<file path="config.mk">
export PLATFORM = sky130hd
export DESIGN_NAME = rotating_key_vigenere_byte_cipher_top
export DESIGN_NICKNAME = d
export VERILOG_FILES = /design/src/rkvc_pkg.sv /design/src/rkvc_core.sv /design/src/rotating_key_vigenere_byte_cipher_top.sv
export SDC_FILE = /design/constraint.sdc
export NUM_CORES = 1
export LEC_CHECK = 0
export BUFFER_PORTS_ARGS = -buffer_cell sky130_fd_sc_hd__buf_4
export CORE_ASPECT_RATIO = 1.25
export CORE_MARGIN = 2
export CORE_UTILIZATION = 50
export CTS_CLUSTER_SIZE = 12
export DETAILED_ROUTE_END_ITERATION = 12
export PLACE_DENSITY_LB_ADDON = 0.08
export SYNTH_ARGS = -nofsm -noshare
export SYNTH_HDL_FRONTEND = slang
export SYNTH_SLANG_ARGS = --single-unit
</file>
<file path="constraint.sdc">
create_clock -name clk -period 9.4 [get_ports clk]
set_input_delay 0.94 -clock clk [delete_from_list [all_inputs] [get_ports clk]]
set_output_delay 0.94 -clock clk [all_outputs]
set_load 0.01 [all_outputs]
</file>
<file path="src/rkvc_pkg.sv">
// ----------------------------------------------------------------------------
// rkvc_pkg - shared types and constants of the rotating-key byte cipher
// Request codes, key storage shape and the interface between top and core.
// ----------------------------------------------------------------------------
package rkvc_pkg;

  localparam int unsigned KEY_WORDS   = 4;
  localparam int unsigned WORD_W      = 64;
  localparam int unsigned BYTE_W      = 8;
  localparam int unsigned KEY_SLOTS   = 32;  // key bytes held in the key words
  localparam int unsigned SLOT_W      = 5;
  localparam int unsigned ROT_W       = 3;
  localparam int unsigned CFG_INDEX_W = 2;

  typedef enum logic [1:0] {
    REQ_ENCODE  = 2'd0,
    REQ_DECODE  = 2'd1,
    REQ_RESTART = 2'd2,
    REQ_UNUSED  = 2'd3
  } req_t;

  typedef logic [KEY_WORDS-1:0][WORD_W-1:0] key_t;

  // Snapshot of one cipher request as held in the input stage
  typedef struct packed {
    logic              decode;
    logic [SLOT_W-1:0] slot;
    logic [ROT_W-1:0]  rot;
    logic [BYTE_W-1:0] data;
  } op_t;

endpackage

</file>
<file path="src/rkvc_core.sv">
// ----------------------------------------------------------------------------
// rkvc_core - cipher datapath
// Selects the key byte, rotates it by the pass count and adds or subtracts
// it together with key byte 0.
// ----------------------------------------------------------------------------
module rkvc_core (
  input  rkvc_pkg::key_t                 key,
  input  rkvc_pkg::op_t                  op,
  output logic [rkvc_pkg::BYTE_W-1:0]    result
);

  logic [rkvc_pkg::KEY_SLOTS-1:0][rkvc_pkg::BYTE_W-1:0] key_bytes;
  logic [rkvc_pkg::BYTE_W-1:0]   sel_byte;
  logic [2*rkvc_pkg::BYTE_W-1:0] rot_wide;
  logic [rkvc_pkg::BYTE_W-1:0]   rot_byte;
  logic [rkvc_pkg::BYTE_W-1:0]   sum;

  assign key_bytes = key;  // little-endian: byte 0 is the low byte of word 0
  assign sel_byte  = key_bytes[op.slot];
  assign rot_wide  = {sel_byte, sel_byte} << op.rot;
  assign rot_byte  = rot_wide[2*rkvc_pkg::BYTE_W-1:rkvc_pkg::BYTE_W];
  assign sum       = key_bytes[0] + rot_byte;
  assign result    = op.decode ? (op.data - sum) : (op.data + sum);

endmodule

</file>
<file path="src/rotating_key_vigenere_byte_cipher_top.sv">
// ----------------------------------------------------------------------------
// rotating_key_vigenere_byte_cipher_top - rotating-key byte cipher
// Path: an accepted request is held in the input register, then its result in the result register on m_tdata.
// Throughput: one request per cycle, set by the input and result registers
//   moving together whenever the result register is free or being drained.
// Restart and unused requests give no result.
// Reset (rst, synchronous): clears key words, key position, pass count, valids.
// ----------------------------------------------------------------------------
module rotating_key_vigenere_byte_cipher_top #(
  parameter int unsigned KEY_BYTES = 32  // stream period in key bytes, 8 to 32
) (
  input  logic                                 clk,
  input  logic                                 rst,
  // input requests
  input  logic                                 s_tvalid,
  output logic                                 s_tready,
  input  logic [7:0]                           s_tdata,   // [7:0] data_byte
  input  logic [1:0]                           s_tuser,   // [1:0] req_type
  // results
  output logic                                 m_tvalid,
  input  logic                                 m_tready,
  output logic [7:0]                           m_tdata,   // [7:0] result_byte
  // key register writes
  input  logic                                 cfg_wen,
  input  logic [rkvc_pkg::CFG_INDEX_W-1:0]     cfg_index,
  input  logic [rkvc_pkg::WORD_W-1:0]          cfg_wdata
);

  localparam int unsigned POS_W = (KEY_BYTES > 1) ? $clog2(KEY_BYTES) : 1;
  localparam logic [POS_W-1:0] LAST_POS = POS_W'(KEY_BYTES - 1);

  // Key words, read live by the datapath
  rkvc_pkg::key_t key;

  always_ff @(posedge clk) begin
    if (rst) begin
      key <= '0;
    end else if (cfg_wen) begin
      key[cfg_index] <= cfg_wdata;
    end
  end

  // Keystream state
  logic [POS_W-1:0]          key_position, key_position_next;
  logic [rkvc_pkg::ROT_W-1:0] pass_rotation, pass_rotation_next;
  logic [POS_W-1:0]          pos_eff;
  rkvc_pkg::req_t            req;
  logic                      in_acc, is_op;

  // Pipeline control
  logic          s1_valid;
  rkvc_pkg::op_t s1_op;
  logic          out_load;

  assign req      = rkvc_pkg::req_t'(s_tuser);
  assign out_load = !m_tvalid || m_tready;          // result register free or draining
  assign s_tready = !s1_valid || out_load;
  assign in_acc   = s_tvalid && s_tready;
  assign is_op    = (req == rkvc_pkg::REQ_ENCODE) || (req == rkvc_pkg::REQ_DECODE);

  // out-of-range position counts as zero
  assign pos_eff = ({1'b0, key_position} >= (POS_W+1)'(KEY_BYTES)) ? '0 : key_position;

  always_comb begin
    key_position_next  = key_position;
    pass_rotation_next = pass_rotation;
    if (in_acc) begin
      unique case (req)
        rkvc_pkg::REQ_ENCODE, rkvc_pkg::REQ_DECODE: begin
          if (pos_eff == LAST_POS) begin
            key_position_next  = '0;
            pass_rotation_next = pass_rotation + 1'b1;
          end else begin
            key_position_next = pos_eff + 1'b1;
          end
        end
        rkvc_pkg::REQ_RESTART: begin
          key_position_next  = '0;
          pass_rotation_next = '0;
        end
        default: begin
        end
      endcase
    end
  end

  always_ff @(posedge clk) begin
    if (rst) begin
      key_position  <= '0;
      pass_rotation <= '0;
    end else begin
      key_position  <= key_position_next;
      pass_rotation <= pass_rotation_next;
    end
  end

  // Input stage: snapshot of the request and its keystream slot
  always_ff @(posedge clk) begin
    if (rst) begin
      s1_valid <= 1'b0;
    end else if (s_tready) begin
      s1_valid <= in_acc && is_op;
    end
  end

  always_ff @(posedge clk) begin
    if (in_acc) begin
      s1_op.decode <= (req == rkvc_pkg::REQ_DECODE);
      s1_op.slot   <= rkvc_pkg::SLOT_W'(pos_eff);
      s1_op.rot    <= pass_rotation;
      s1_op.data   <= s_tdata;
    end
  end

  // Datapath between input and result registers
  logic [rkvc_pkg::BYTE_W-1:0] core_result;

  rkvc_core u_core (
    .key    (key),
    .op     (s1_op),
    .result (core_result)
  );

  // Result register
  always_ff @(posedge clk) begin
    if (rst) begin
      m_tvalid <= 1'b0;
    end else if (out_load) begin
      m_tvalid <= s1_valid;
    end
  end

  always_ff @(posedge clk) begin
    if (out_load && s1_valid) begin
      m_tdata <= core_result;
    end
  end

`ifndef SYNTHESIS
  // restart leaves the keystream at its start
  a_restart_clears: assert property (@(posedge clk) disable iff (rst)
    in_acc && (req == rkvc_pkg::REQ_RESTART) |=> (key_position == '0) && (pass_rotation == '0))
    else $error("restart did not clear keystream state");

  // every accepted cipher request lands in the input stage
  a_op_captured: assert property (@(posedge clk) disable iff (rst)
    in_acc && is_op |=> s1_valid)
    else $error("accepted cipher request lost");

  // pass count steps and the position returns to zero when the position wraps
  a_pass_wrap: assert property (@(posedge clk) disable iff (rst)
    in_acc && is_op && (pos_eff == LAST_POS)
    |=> (pass_rotation == $past(pass_rotation) + 1'b1) && (key_position == '0))
    else $error("pass count did not advance at wrap");

  // position stays inside the key
  a_pos_range: assert property (@(posedge clk) disable iff (rst)
    {1'b0, key_position} < (POS_W+1)'(KEY_BYTES))
    else $error("key position out of range");
`endif

endmodule

</file>
**After elaboration in Yosys (flattened, before gate mapping)**

Index checks and enable logic that the tools add are counted.

- Register bits: 291
- Output and inout port bits: 10
- Logic and storage cells: 50
- Input bits: 81

- Shift-type cells: 1
- Eq/ne operators: 4
- Muxes and demuxes: 10
- Add/sub/neg operators: 5
- Reduce and logical (&&, ||, !) cells: 14
- $lt $le $gt $ge: 3

Operator list:

| operator | count |
|---|---|
| $bwmux W256 | 1 |
| $demux W64 S2 | 1 |
| $mux W64 | 1 |
| $bmux W8 S5 | 1 |
| $add A8 B8 Y8 | 2 |
| $mux W8 | 2 |
| $shl A16 B3 Y16 | 1 |
| $pmux W5 S2 | 1 |
| $sub A8 B8 Y8 | 1 |
| $lt A5 B6 Y1 const B | 1 |
| $pmux W3 S2 | 1 |
| $add A5 B1 Y5 const B | 1 |
| $eq A5 B5 Y1 const B | 1 |
| $mux W5 | 1 |
| $logic_and A1 B1 Y1 | 4 |
| $add A3 B1 Y3 const B | 1 |
| $logic_or A1 B1 Y1 | 3 |
| $lt A2 B3 Y1 const B | 1 |
| $mux W3 | 1 |
| $reduce_and A3 Y1 | 1 |
| $eq A2 B1 Y1 const B | 1 |
| $eq A2 B2 Y1 const B | 1 |
| $ge A2 B1 Y1 const B | 1 |
| $logic_not A1 Y1 | 2 |
| other kinds (5) | 5 |

**Depth between registers and ports, before layout**

Gate-level depths: netlist of run 1.

- Word-level depth: 6
- Gate-level depth with buffers: 23
- Depth with buffers taken out: 20

**Modules after synthesis**

A second synthesis of run 1 with hierarchy kept.

- Cell total of the unflattened synthesis: 1460
- Area, all modules: 13265.2 um^2

Modules (own cells, without submodules):

| module | area each (um^2) | cells an instance | sequential area each (um^2) | times used |
|---|---|---|---|---|
| rotating_key_vigenere_byte_cipher_top | 10123.5 | 1205 | 6075.8 | 1 |
| rkvc_core | 3141.8 | 255 | 0.0 | 1 |

**Least setup slack after synthesis of run 1**

Ideal clock, no wire load.

- Path type: register to register
- Start point: reg s1_op[12] (netlist name)
- End point: reg m_tdata[7], data pin
- Library setup time: 268 ps
- Data required time: 9132 ps
- Slack: 4374 ps
- Path buffers: 2
- Data arrival time: 4758 ps
- Period minus slack after synthesis: 5026 ps
- Stages on the path, launching flop included: 20
- Cell sequence: edfxtp_1 buf_6 buf_8 mux4_1 o22ai_1 nor4_2 mux4_2 mux2_2 fa_1 xor2_1 or3_1 nor3_1 nor2_1 xnor2_1 ha_1 or3_1 o21ai_0 a21oi_1 xnor2_1 xnor3_1

- Cells in the longest elaborated chain, start to end: 6
- Elaborated cells between the ends (all ways): 7
- Classes of those cells: add/sub (3); shift (1); mux (3)

RTL lines:

| what | line | RTL |
|---|---|---|
| start, declared | rotating_key_vigenere_byte_cipher_top.sv:52 | `rkvc_pkg::op_t s1_op;` |
| $bmux W8 S5 (*) | rkvc_core.sv:19 | `assign sel_byte = key_bytes[op.slot];` |
| $mux W8 (implied by the code) (*) | rkvc_core.sv:19 |  |
| $shl A16 B3 Y16 (*) | rkvc_core.sv:20 | `assign rot_wide = {sel_byte, sel_byte} << op.rot;` |
| $add A8 B8 Y8 (*) | rkvc_core.sv:22 | `assign sum = key_bytes[0] + rot_byte;` |
| $add A8 B8 Y8 or $sub A8 B8 Y8 (tied branches) | rkvc_core.sv:23 | `assign result = op.decode ? (op.data - sum) : (op.data + sum);` |
| $mux W8 (*) | rkvc_core.sv:23 |  |
| named net core_result, one bit | rotating_key_vigenere_byte_cipher_top.sv:116 | `logic [rkvc_pkg::BYTE_W-1:0] core_result;` |
| end signal, assigned | rotating_key_vigenere_byte_cipher_top.sv:135 | `m_tdata <= core_result;` |
| end, declared | rotating_key_vigenere_byte_cipher_top.sv:22 | `output logic [7:0] m_tdata,` |

The timed path passes the listed nets; every way through them passes the cells marked *. The select of a mux whose other input is x is not followed.
A chain may end at the register's enable or synchronous reset.

**Worst setup path after layout of run 1**

Same ends and word-level chain as after synthesis.

==> impl_metrics.yaml, run 1 <==
cells_and_area:
  fraction_of_final_layout_cells_sized_beyond_drive_strength_1: 0.1367
  layout.cells.most_common_list: "sky130_fd_sc_hd__nand2_1 (522), sky130_fd_sc_hd__a21oi_1 (270), sky130_fd_sc_hd__dfxtp_1 (266), sky130_fd_sc_hd__buf_4 (103), sky130_fd_sc_hd__mux4_2 (40)"
  register_area_sq_um: 6076
  commonest_non_fill_non_tap_cell_in_the_layout: "sky130_fd_sc_hd__nand2_1"
  antennaDiodeCount: 0
  layout.nets: 1575
  final_design_area_no_fill_sq_um: 14620
  layout.core_utilization: 0.5676
  multi_input_area_sq_um: 6360
  filler_cell_count: 2374
  synthToLayoutAreaGrowth_pct: 12.44
die:
  std_cell_rows: 66
  fp.dieArea_sq_um: 27320
  die_x_um: 148.3
  initial_core_util: 0.5048
  core_area_sq_um: 25760
  floorplan.die.height_um: 184.3
  io-pin-count: 91
logic_synthesis:
  synth_cell_type_count: 47
  synth.yosys.seq_area_share: 0.4672
  syn_nets: 1549
  edff_count_synth: 25
  ys_seq_elements: 291
  yosysTopAreaCellShare: 0.4095
  synth_instances: 1448
  synthesis.area_per_instance_sq_um: 8.981
  ys_top_cells_by_area: "sky130_fd_sc_hd__dfxtp_1 (41%), sky130_fd_sc_hd__nand2_1 (15%), sky130_fd_sc_hd__a21oi_1 (10%)"
  synthesis.area_sq_um: 13000
  synth_warnings: 0
  post-synth-top-area-cell: "sky130_fd_sc_hd__dfxtp_1"
  ys_async_sr_fraction: 0
  synth-main-ff-cell: "sky130_fd_sc_hd__dfxtp_1"
clocking:
  max-clock-path-buffers: 3
  total_clock_sinks: 291
  post_cts_setup_buffers: 0
  ctsResizeCount: 0
  cts.clk_slew.worst_paths_ns: 0.06
  clk_root_buffer_cell: "sky130_fd_sc_hd__clkbuf_16"
  cts_made_buffers: 30
  clock_latency_ns: 0.56
  cts_hold_buf: 0
  cts_max_level: 1
  cts_tree: "done"
routing:
  route.detailed.drc: 0
  drt-initial-drc-count: 754
  route.final.wire_length_um: 36900
  firstDrtPassIters: 7
  mean_number_of_vias_per_cell: 5.705
  detail_route.wl_per_cell_um: 20.14
  routed-via-count: 10450
  drtAntennaViolNets: 0
power:
  relative_contribution_of_sequential_cells_to_total_power: 0.469
  cellInternalPower_w: 0.002122
  vdd_drop_max_mv: 0.1345
  power.switching_w: 0.0007275
  power_density_nw_per_um2: 194.9
  comb_power_share: 0.134
  power_switching_share: 0.2553
  pwr-share-clk: 0.396
  cellLeakagePower_nw: 5.349
worst_setup_path:
  crit_path_max_fanout: 22
  critical_path.endpoint_type: "flop"
  cp.required_ns: 9.70
  arrival_worst_endpoint_ns: 7.05
  cp-start-kind: "flop"
  timing.setup.critical_path_class: "reg2reg"
timing:
  max_freq_mhz: 148.1
  finalHoldViolations: 0
  actual_transition_at_the_worst_max_transition_pin_ns: 1.129
  finalClockSkew_ns: 0.01420
  rsz0062_at_grt: "no"
  timing.final.crit_share: 0.7184
  timing.max_slew.rel_slack: 0.2477
  setup_tns_ns: 0
  timing.final.setup_violations: 0
  count_of_final_max_slew_check_failures: 0
  finalWorstPathRequiredPeriod_ns: 6.753
hold_path:
  holdCritPathClass: "reg2reg"
grt:
  first_global_vias: 9977
  grt_remaining_overflow: 0
  grt_antenna_before_repair: 0
  global_route_total_usage_across_every_layer: 0.2674
  grt_first_pass_wirelength_um: 56390
  grt_max_degree: 105
placement:
  buffer_ports.inserted: 90
  routabilityCongestion: 0.8420
  hpwl_um: 23840
  placement.cell_area_sq_um: 13710
status:
  run_status: "complete, no violations"
job:
  drv.max_cap_violation_count: 0
cell usage after synthesis, types with 8 or more instances:
library cell	n
sky130_fd_sc_hd__mux4_2	40
sky130_fd_sc_hd__clkbuf_1	84
sky130_fd_sc_hd__xor2_1	9
sky130_fd_sc_hd__edfxtp_1	25
sky130_fd_sc_hd__mux4_1	30
sky130_fd_sc_hd__nand2_1	522
sky130_fd_sc_hd__o22ai_1	32
sky130_fd_sc_hd__buf_1	11
sky130_fd_sc_hd__a21oi_1	270
sky130_fd_sc_hd__dfxtp_1	266
sky130_fd_sc_hd__nor2_1	14
sky130_fd_sc_hd__nor4_2	8
sky130_fd_sc_hd__xnor2_1	14
sky130_fd_sc_hd__inv_1	17
sky130_fd_sc_hd__ha_1	18
final timing paths:
path,start,endpoint,slack [ns],cells after the start
setup / recovery,s1_op[12]$_DFFE_PP_,m_tdata[7]$_DFFE_PP_,2.65,20
hold / removal,key[91]$_SDFFE_PP0P_,key[91]$_SDFFE_PP0P_,0.45,2
setup reg to reg,s1_op[12]$_DFFE_PP_,m_tdata[7]$_DFFE_PP_,2.65,20
hold reg to reg,key[91]$_SDFFE_PP0P_,key[91]$_SDFFE_PP0P_,0.45,2
power by group through the flow:
| stage | Sequential, W | Combinational [W] | Clock, W |
|---|---|---|---|
| 2_1_floorplan | 0.00135 | 0.000272 | 0 |
| 3_3_place_gp | 0.00136 | 0.000374 | 0 |
| 3_5_place_dp | 0.00136 | 0.000383 | 0 |
| 4_1_cts | 0.00134 | 0.000384 | 0.00114 |
| 5_1_grt | 0.00134 | 0.000420 | 0.00120 |
| 6_report | 0.00134 | 0.000383 | 0.00113 |
through the flow:
stage / total power, W / cells / hold WS (ns) / setup WS [ns]
detailed placement: 0.001747 / 1782 / 0.4417 / 2.693
global placement: 0.001738 / 1782 / 0.4381 / 2.886
CTS: 0.002865 / 1832 / 0.4501 / 2.658
finish: 0.002849 / 1832 / 0.4503 / 2.647
floorplan: 0.001622 / 1448 / 0.4280 / 4.374
global route: 0.002961 / 1832 / 0.4700 / 2.110
metal layers:
metal  wire, um  vias to the layer above  GRT usage
met5          0                        -          0
met4       1204                        0    0.09371
met3       1945                       59    0.03416
met2      18230                      304     0.4554
met1      15520                     5066     0.3517
li1           -                     5023          -
area by class of cell:
| class | count | area share |
|---|---|---|
| Timing Repair Buffer | 104 | 0.05365 |
| Tap cell | 340 | 0.02909 |
| Inverter | 17 | 0.004364 |
| Clock buffer | 47 | 0.06135 |
| Clock inverter | 3 | 0.001112 |
| Sequential cell | 291 | 0.4155 |
| Multi-Input combinational cell | 1030 | 0.4349 |
state kept, by name, summed over array words and instances, names as in the netlist:
| register | cells |
|---|---|
| s1_op | 17 |
| m_tdata | 8 |
| m_tvalid | 1 |
| key | 256 |
| s1_valid | 1 |
| key_position | 5 |
| pass_rotation | 3 |
cells by family (layout without fill, tap and decap cells):
group | Yosys count | after routing | share of synthesized area
AO/OA/AOI/OAI | 320 | 320 | 0.1282
multiplexers | 80 | 80 | 0.1379
buffers and inverters | 127 | 171 | 0.04531
AND/OR/NAND/NOR | 586 | 586 | 0.1838
XOR/XNOR | 24 | 24 | 0.01722
flip-flops | 291 | 291 | 0.4672
adder cells (fa/ha/maj) | 20 | 20 | 0.02040
worst max-delay path, cell delays in order, from the launching register on:
cell	delay, ns
sky130_fd_sc_hd__edfxtp_1	1.09
sky130_fd_sc_hd__buf_4	0.49
sky130_fd_sc_hd__mux4_1	0.31
sky130_fd_sc_hd__o22ai_1	0.09
sky130_fd_sc_hd__nor4_2	0.72
sky130_fd_sc_hd__mux2i_1	0.27
sky130_fd_sc_hd__mux4_2	0.50
sky130_fd_sc_hd__inv_1	0.07
sky130_fd_sc_hd__ha_1	0.19
sky130_fd_sc_hd__fa_1	0.47
sky130_fd_sc_hd__inv_1	0.08
sky130_fd_sc_hd__ha_1	0.23
sky130_fd_sc_hd__mux2i_1	0.23
sky130_fd_sc_hd__ha_1	0.28
sky130_fd_sc_hd__nor2b_1	0.12
sky130_fd_sc_hd__o21ai_0	0.23
sky130_fd_sc_hd__a21boi_0	0.17
sky130_fd_sc_hd__o21ai_0	0.24
sky130_fd_sc_hd__a21oi_1	0.12
sky130_fd_sc_hd__xnor2_1	0.15
sky130_fd_sc_hd__xnor3_1	0.41
Note: power is estimated with default switching activity, not from simulation.
==> inputs of run 2 (changes only) <==
==> constraint.sdc (replaced) <==
create_clock -name clk -period 5.7 [get_ports clk]
set_input_delay 0.57 -clock clk [delete_from_list [all_inputs] [get_ports clk]]
set_output_delay 0.57 -clock clk [all_outputs]
set_load 0.01 [all_outputs]
==> impl_metrics.yaml, run 2 (synthesis gave the netlist of run 1 again) <==
cells_and_area:
  stdcell_count: 1855
  layout.cells.most_common_list: "sky130_fd_sc_hd__nand2_1 (522), sky130_fd_sc_hd__a21oi_1 (267), sky130_fd_sc_hd__dfxtp_1 (266), sky130_fd_sc_hd__buf_4 (119), sky130_fd_sc_hd__mux4_2 (40)"
  layout.nets: 1600
  commonest_non_fill_non_tap_cell_in_the_layout: "sky130_fd_sc_hd__nand2_1"
  largest_register: "key"
  synthToLayoutAreaGrowth_pct: 15.61
  antennaDiodeCount: 0
  reg.largest.list: "key (256), s1_op (17), m_tdata (8)"
  layout.core_utilization: 0.5835
  largest_register_ffs: 256
  fraction_of_final_layout_cells_sized_beyond_drive_strength_1: 0.1611
clocking:
  cts_max_level: 1
  max-clock-path-buffers: 3
  total_clock_sinks: 291
  cts.clk_slew.worst_paths_ns: 0.06
  cts_tree: "done"
  clk_root_buffer_cell: "sky130_fd_sc_hd__clkbuf_16"
  cts_hold_buf: 0
  clock_latency_ns: 0.55
  cts_made_buffers: 29
placement:
  dpl_worst_slack_ns: 0.006324
  buffer_ports.inserted: 90
  routabilityCongestion: 0.8465
  hpwl_um: 24760
  placedCellCount: 1799
grt:
  grt_antenna_before_repair: 0
  grt_max_degree: 108
  grt_remaining_overflow: 0
  grt_first_pass_wirelength_um: 58560
  global_route_total_usage_across_every_layer: 0.2771
  first_global_vias: 10280
die:
  std_cell_rows: 66
  core_area_sq_um: 25760
  floorplan.die.height_um: 184.3
  initial_core_util: 0.5048
  io-pin-count: 91
  die_x_um: 148.3
  fp.dieArea_sq_um: 27320
routing:
  route.final.wire_length_um: 38290
  drtAntennaViolNets: 0
  route.detailed.drc: 0
  routed-via-count: 10650
  detail_route.wl_per_cell_um: 20.64
  mean_number_of_vias_per_cell: 5.741
  firstDrtPassIters: 5
  drt-initial-drc-count: 769
timing:
  actual_transition_at_the_worst_max_transition_pin_ns: 0.9925
  finalHoldViolations: 0
  finalWorstPathRequiredPeriod_ns: 5.555
  max_freq_mhz: 180.0
  worst_slack_on_hold_paths_ns: 0.1897
  count_of_final_max_slew_check_failures: 0
  timing.max_slew.rel_slack: 0.3383
  setup_ws_ns: 0.1451
  finalClockSkew_ns: 0.009963
  timing.final.crit_share: 0.9745
  timing.final.setup_violations: 0
worst_setup_path:
  cp-start-kind: "flop"
  timing.setup.critical_path_class: "reg2reg"
  worst-path-buf-inv: 2
  crit_path_max_fanout: 10
  critical_path.endpoint_type: "flop"
  critical_path.slowest_cell: "sky130_fd_sc_hd__mux4_1"
  critical_path.cell_chain: "buf_4 > clkbuf_16 > mux4_1 > o22ai_1 > nor4_4 > mux4_2 > mux2_2 > fa_1 > xor2_1 > or3_4 > nor3_2 > nor2_1 > xnor2_1 > ha_1 > or3_1 > o21ai_0 > a21oi_2 > xnor2_1 > xnor3_1"
  arrival_worst_endpoint_ns: 5.86
  cp.required_ns: 6.00
  worst_stage_delay_on_the_critical_path_ns: 0.62
  crit_top_cell: "sky130_fd_sc_hd__xnor2_1"
  cp_top_family: "multiplexers"
power:
  vdd_drop_max_mv: 0.2308
  power.total_w: 0.004684
  cellLeakagePower_nw: 5.531
  power_density_nw_per_um2: 311.6
job:
  drv.max_cap_violation_count: 0
status:
  run_status: "complete, no violations"
hold_path:
  holdCritPathClass: "in2reg"
## run 2: stage by stage
step                area [sq um]  setup TNS, ns
floorplan                  13010              0
global placement           13940              0
detailed placement         13940              0
CTS                        14780              0
global route               15030       -0.03013
finish                     15030              0
## run 2: what timing repair did
item | CTS | global route
resized for setup | 0 | 27
buffers inserted | 0 | 8
endpoints found under the setup margin | 0 | 1
## run 2: routing by layer
layer | wire length, um | GRT usage | vias up
li1 | - | - | 5069
met1 | 16050 | 0.3580 | 5162
met2 | 18710 | 0.4770 | 337
met3 | 1969 | 0.03144 | 81
met4 | 1550 | 0.1078 | 0
met5 | 0 | 0 | -
## run 2: layout make-up
| class | instances | area [sq um] |
|---|---|---|
| flip-flops and latches | 291 | 6076 |
| inverters | 17 | 63.81 |
| multi-input cells | 1030 | 6515 |
| repair buffers | 130 | 1110 |
| clock buffers | 46 | 839.6 |
| well taps | 340 | 425.4 |
| clock inverters | 1 | 5.005 |
| fillers | 2379 | 10730 |
## run 2: final timing paths
path                          from                    end  slack [ns]  cells after the start
max            s1_op[12]$_DFFE_PP_   m_tdata[7]$_DFFE_PP_        0.15                     19
min                     s_tdata[3]     s1_op[3]$_DFFE_PP_        0.19                      1
max reg2reg    s1_op[12]$_DFFE_PP_   m_tdata[7]$_DFFE_PP_        0.15                     19
min reg2reg  key[152]$_SDFFE_PP0P_  key[152]$_SDFFE_PP0P_        0.45                      2
## run 2: power by group
| part | switching [W] | leakage, nW | internal, W | total (W) |
|---|---|---|---|---|
| clock network | 0.000787 | 0.411 | 0.000993 | 0.00178 |
| logic | 0.000383 | 2.71 | 0.000319 | 0.000702 |
| registers | 0.0000480 | 2.41 | 0.00215 | 0.00220 |
| total | 0.00122 | 5.53 | 0.00347 | 0.00468 |
==> inputs of run 3 (changes only) <==
--- a/config.mk
+++ b/config.mk
@@ -8,7 +8,7 @@
 export BUFFER_PORTS_ARGS = -buffer_cell sky130_fd_sc_hd__buf_4
 export CORE_ASPECT_RATIO = 1.25
 export CORE_MARGIN = 2
-export CORE_UTILIZATION = 50
+export CORE_UTILIZATION = 55
 export CTS_CLUSTER_SIZE = 12
 export DETAILED_ROUTE_END_ITERATION = 12
 export PLACE_DENSITY_LB_ADDON = 0.08
==> impl_metrics.yaml, run 3 (synthesis gave the netlist of run 1 again) <==
power:
  power_density_nw_per_um2: 318.7
  power.total_w: 0.004789
  cellLeakagePower_nw: 5.552
  vdd_drop_max_mv: 0.2493
timing:
  finalClockSkew_ns: 0.02027
  actual_transition_at_the_worst_max_transition_pin_ns: 1.148
  finalHoldViolations: 0
  finalWorstPathRequiredPeriod_ns: 5.494
  max_freq_mhz: 182.0
  count_of_final_max_slew_check_failures: 0
  setup_tns_ns: 0
  timing.max_slew.rel_slack: 0.2347
  timing.final.crit_share: 0.9639
  timing.final.setup_violations: 0
  worst_slack_on_hold_paths_ns: 0.1792
cells_and_area:
  fraction_of_final_layout_cells_sized_beyond_drive_strength_1: 0.1664
  commonest_non_fill_non_tap_cell_in_the_layout: "sky130_fd_sc_hd__nand2_1"
  antennaDiodeCount: 0
  stdcell_count: 1802
  largest_register: "key"
  layout.cells.most_common_list: "sky130_fd_sc_hd__nand2_1 (522), sky130_fd_sc_hd__a21oi_1 (268), sky130_fd_sc_hd__dfxtp_1 (266), sky130_fd_sc_hd__buf_4 (118), sky130_fd_sc_hd__mux4_2 (41)"
  layout.nets: 1597
  final_design_area_no_fill_sq_um: 15030
  synthToLayoutAreaGrowth_pct: 15.55
  largest_register_ffs: 256
  reg.largest.list: "key (256), s1_op (17), m_tdata (8)"
clocking:
  total_clock_sinks: 291
  clock_latency_ns: 0.56
  cts_max_level: 1
  cts_tree: "done"
  max-clock-path-buffers: 3
  cts_made_buffers: 30
  clk_root_buffer_cell: "sky130_fd_sc_hd__clkbuf_16"
  cts.clk_slew.worst_paths_ns: 0.06
  cts_hold_buf: 0
worst_setup_path:
  cp-start-kind: "flop"
  worst-path-buf-inv: 1
  cp_top_family: "multiplexers"
  cp.required_ns: 6.01
  crit_path_max_fanout: 14
  crit_top_cell: "sky130_fd_sc_hd__xnor2_1"
  critical_path.endpoint_type: "flop"
  timing.setup.critical_path_class: "reg2reg"
  critical_path.slowest_cell: "sky130_fd_sc_hd__mux4_1"
  arrival_worst_endpoint_ns: 5.80
  worst_stage_delay_on_the_critical_path_ns: 0.69
  critical_path.cell_chain: "buf_12 > mux4_1 > o22ai_1 > nor4_4 > mux4_2 > mux2_2 > fa_1 > xor2_1 > or3_4 > nor3_4 > nor2_1 > xnor2_1 > ha_1 > or3_1 > o21ai_0 > a21oi_1 > xnor2_1 > xnor3_1"
hold_path:
  holdCritPathClass: "in2reg"
placement:
  routabilityCongestion: 0.9229
  placedCellCount: 1747
  hpwl_um: 24550
  buffer_ports.inserted: 90
  placement.cell_area_sq_um: 13830
routing:
  routed-via-count: 10720
  drtAntennaViolNets: 0
  drt-initial-drc-count: 981
  firstDrtPassIters: 5
  mean_number_of_vias_per_cell: 5.951
  route.final.wire_length_um: 38070
  detail_route.wl_per_cell_um: 21.12
  route.detailed.drc: 0
grt:
  grt_max_degree: 139
  grt_antenna_before_repair: 0
  grt_remaining_overflow: 0
  first_global_vias: 10420
  grt_first_pass_wirelength_um: 58750
  global_route_total_usage_across_every_layer: 0.3058
die:
  fp.dieArea_sq_um: 24900
  io-pin-count: 91
  initial_core_util: 0.5626
  core_area_sq_um: 23120
  die_x_um: 141.5
  floorplan.die.height_um: 175.9
  std_cell_rows: 62
job:
  drv.max_cap_violation_count: 0
status:
  run_status: "complete, no violations"
[run 3: cell types whose count changed in the layout (fill, tap and decap cells not counted), sizes merged]
cell and delta:
inv +1, clkbuf +1, bufinv +1, buf -4
[run 3: final timing paths]
| check | slack [ns] | depth (start not counted) | endpoint | startpoint |
|---|---|---|---|---|
| worst max-delay path | 0.21 | 18 | m_tdata[7]$_DFFE_PP_ | s1_op[12]$_DFFE_PP_ |
| worst min-delay path | 0.18 | 1 | s1_op[5]$_DFFE_PP_ | s_tdata[5] |
| worst max register to register | 0.21 | 18 | m_tdata[7]$_DFFE_PP_ | s1_op[12]$_DFFE_PP_ |
| worst min register to register | 0.45 | 0 | s1_op[10]$_DFFE_PP_ | pass_rotation[2]$_SDFFE_PP0P_ |
[run 3: cell type report]
type                    count  area, sq um
clock buffers              47        895.9
clock inverters             3        41.29
fillers                  1964         8090
inverters                  17        63.81
multi-input cells        1030         6556
flip-flops and latches    291         6076
well taps                 288        360.3
repair buffers            126         1033
[run 3: layer usage]
metal  wire (um)  global-route usage  part of all wire
met1       14720              0.3899              0.39
met2       19100              0.5222              0.50
met3        2683             0.04498             0.070
met4        1553              0.1246             0.041
met5           0                   0                 0
[run 3: through the flow]
| stage | utilization | setup slack (ns) |
|---|---|---|
| CTS | 0.6394 | 0.01038 |
| global route | 0.6500 | -0.01025 |
| finish | 0.6500 | 0.2056 |
| floorplan | - | 0.6742 |
| detailed placement | 0.5985 | -0.003834 |
| global placement | 0.5985 | 0.1329 |
[run 3: timing repair]
item,CTS,global route
gates cloned,0,1
hold endpoints to repair,0,0
gates resized for setup,1,36
setup endpoints to repair,1,1
buffers inserted,0,4
pin swaps,0,8
[run 3: report_power, final]
group / switching [W] / internal (W)
combinational: 0.000384 / 0.000307
clock: 0.000785 / 0.00111
sequential: 0.0000497 / 0.00215
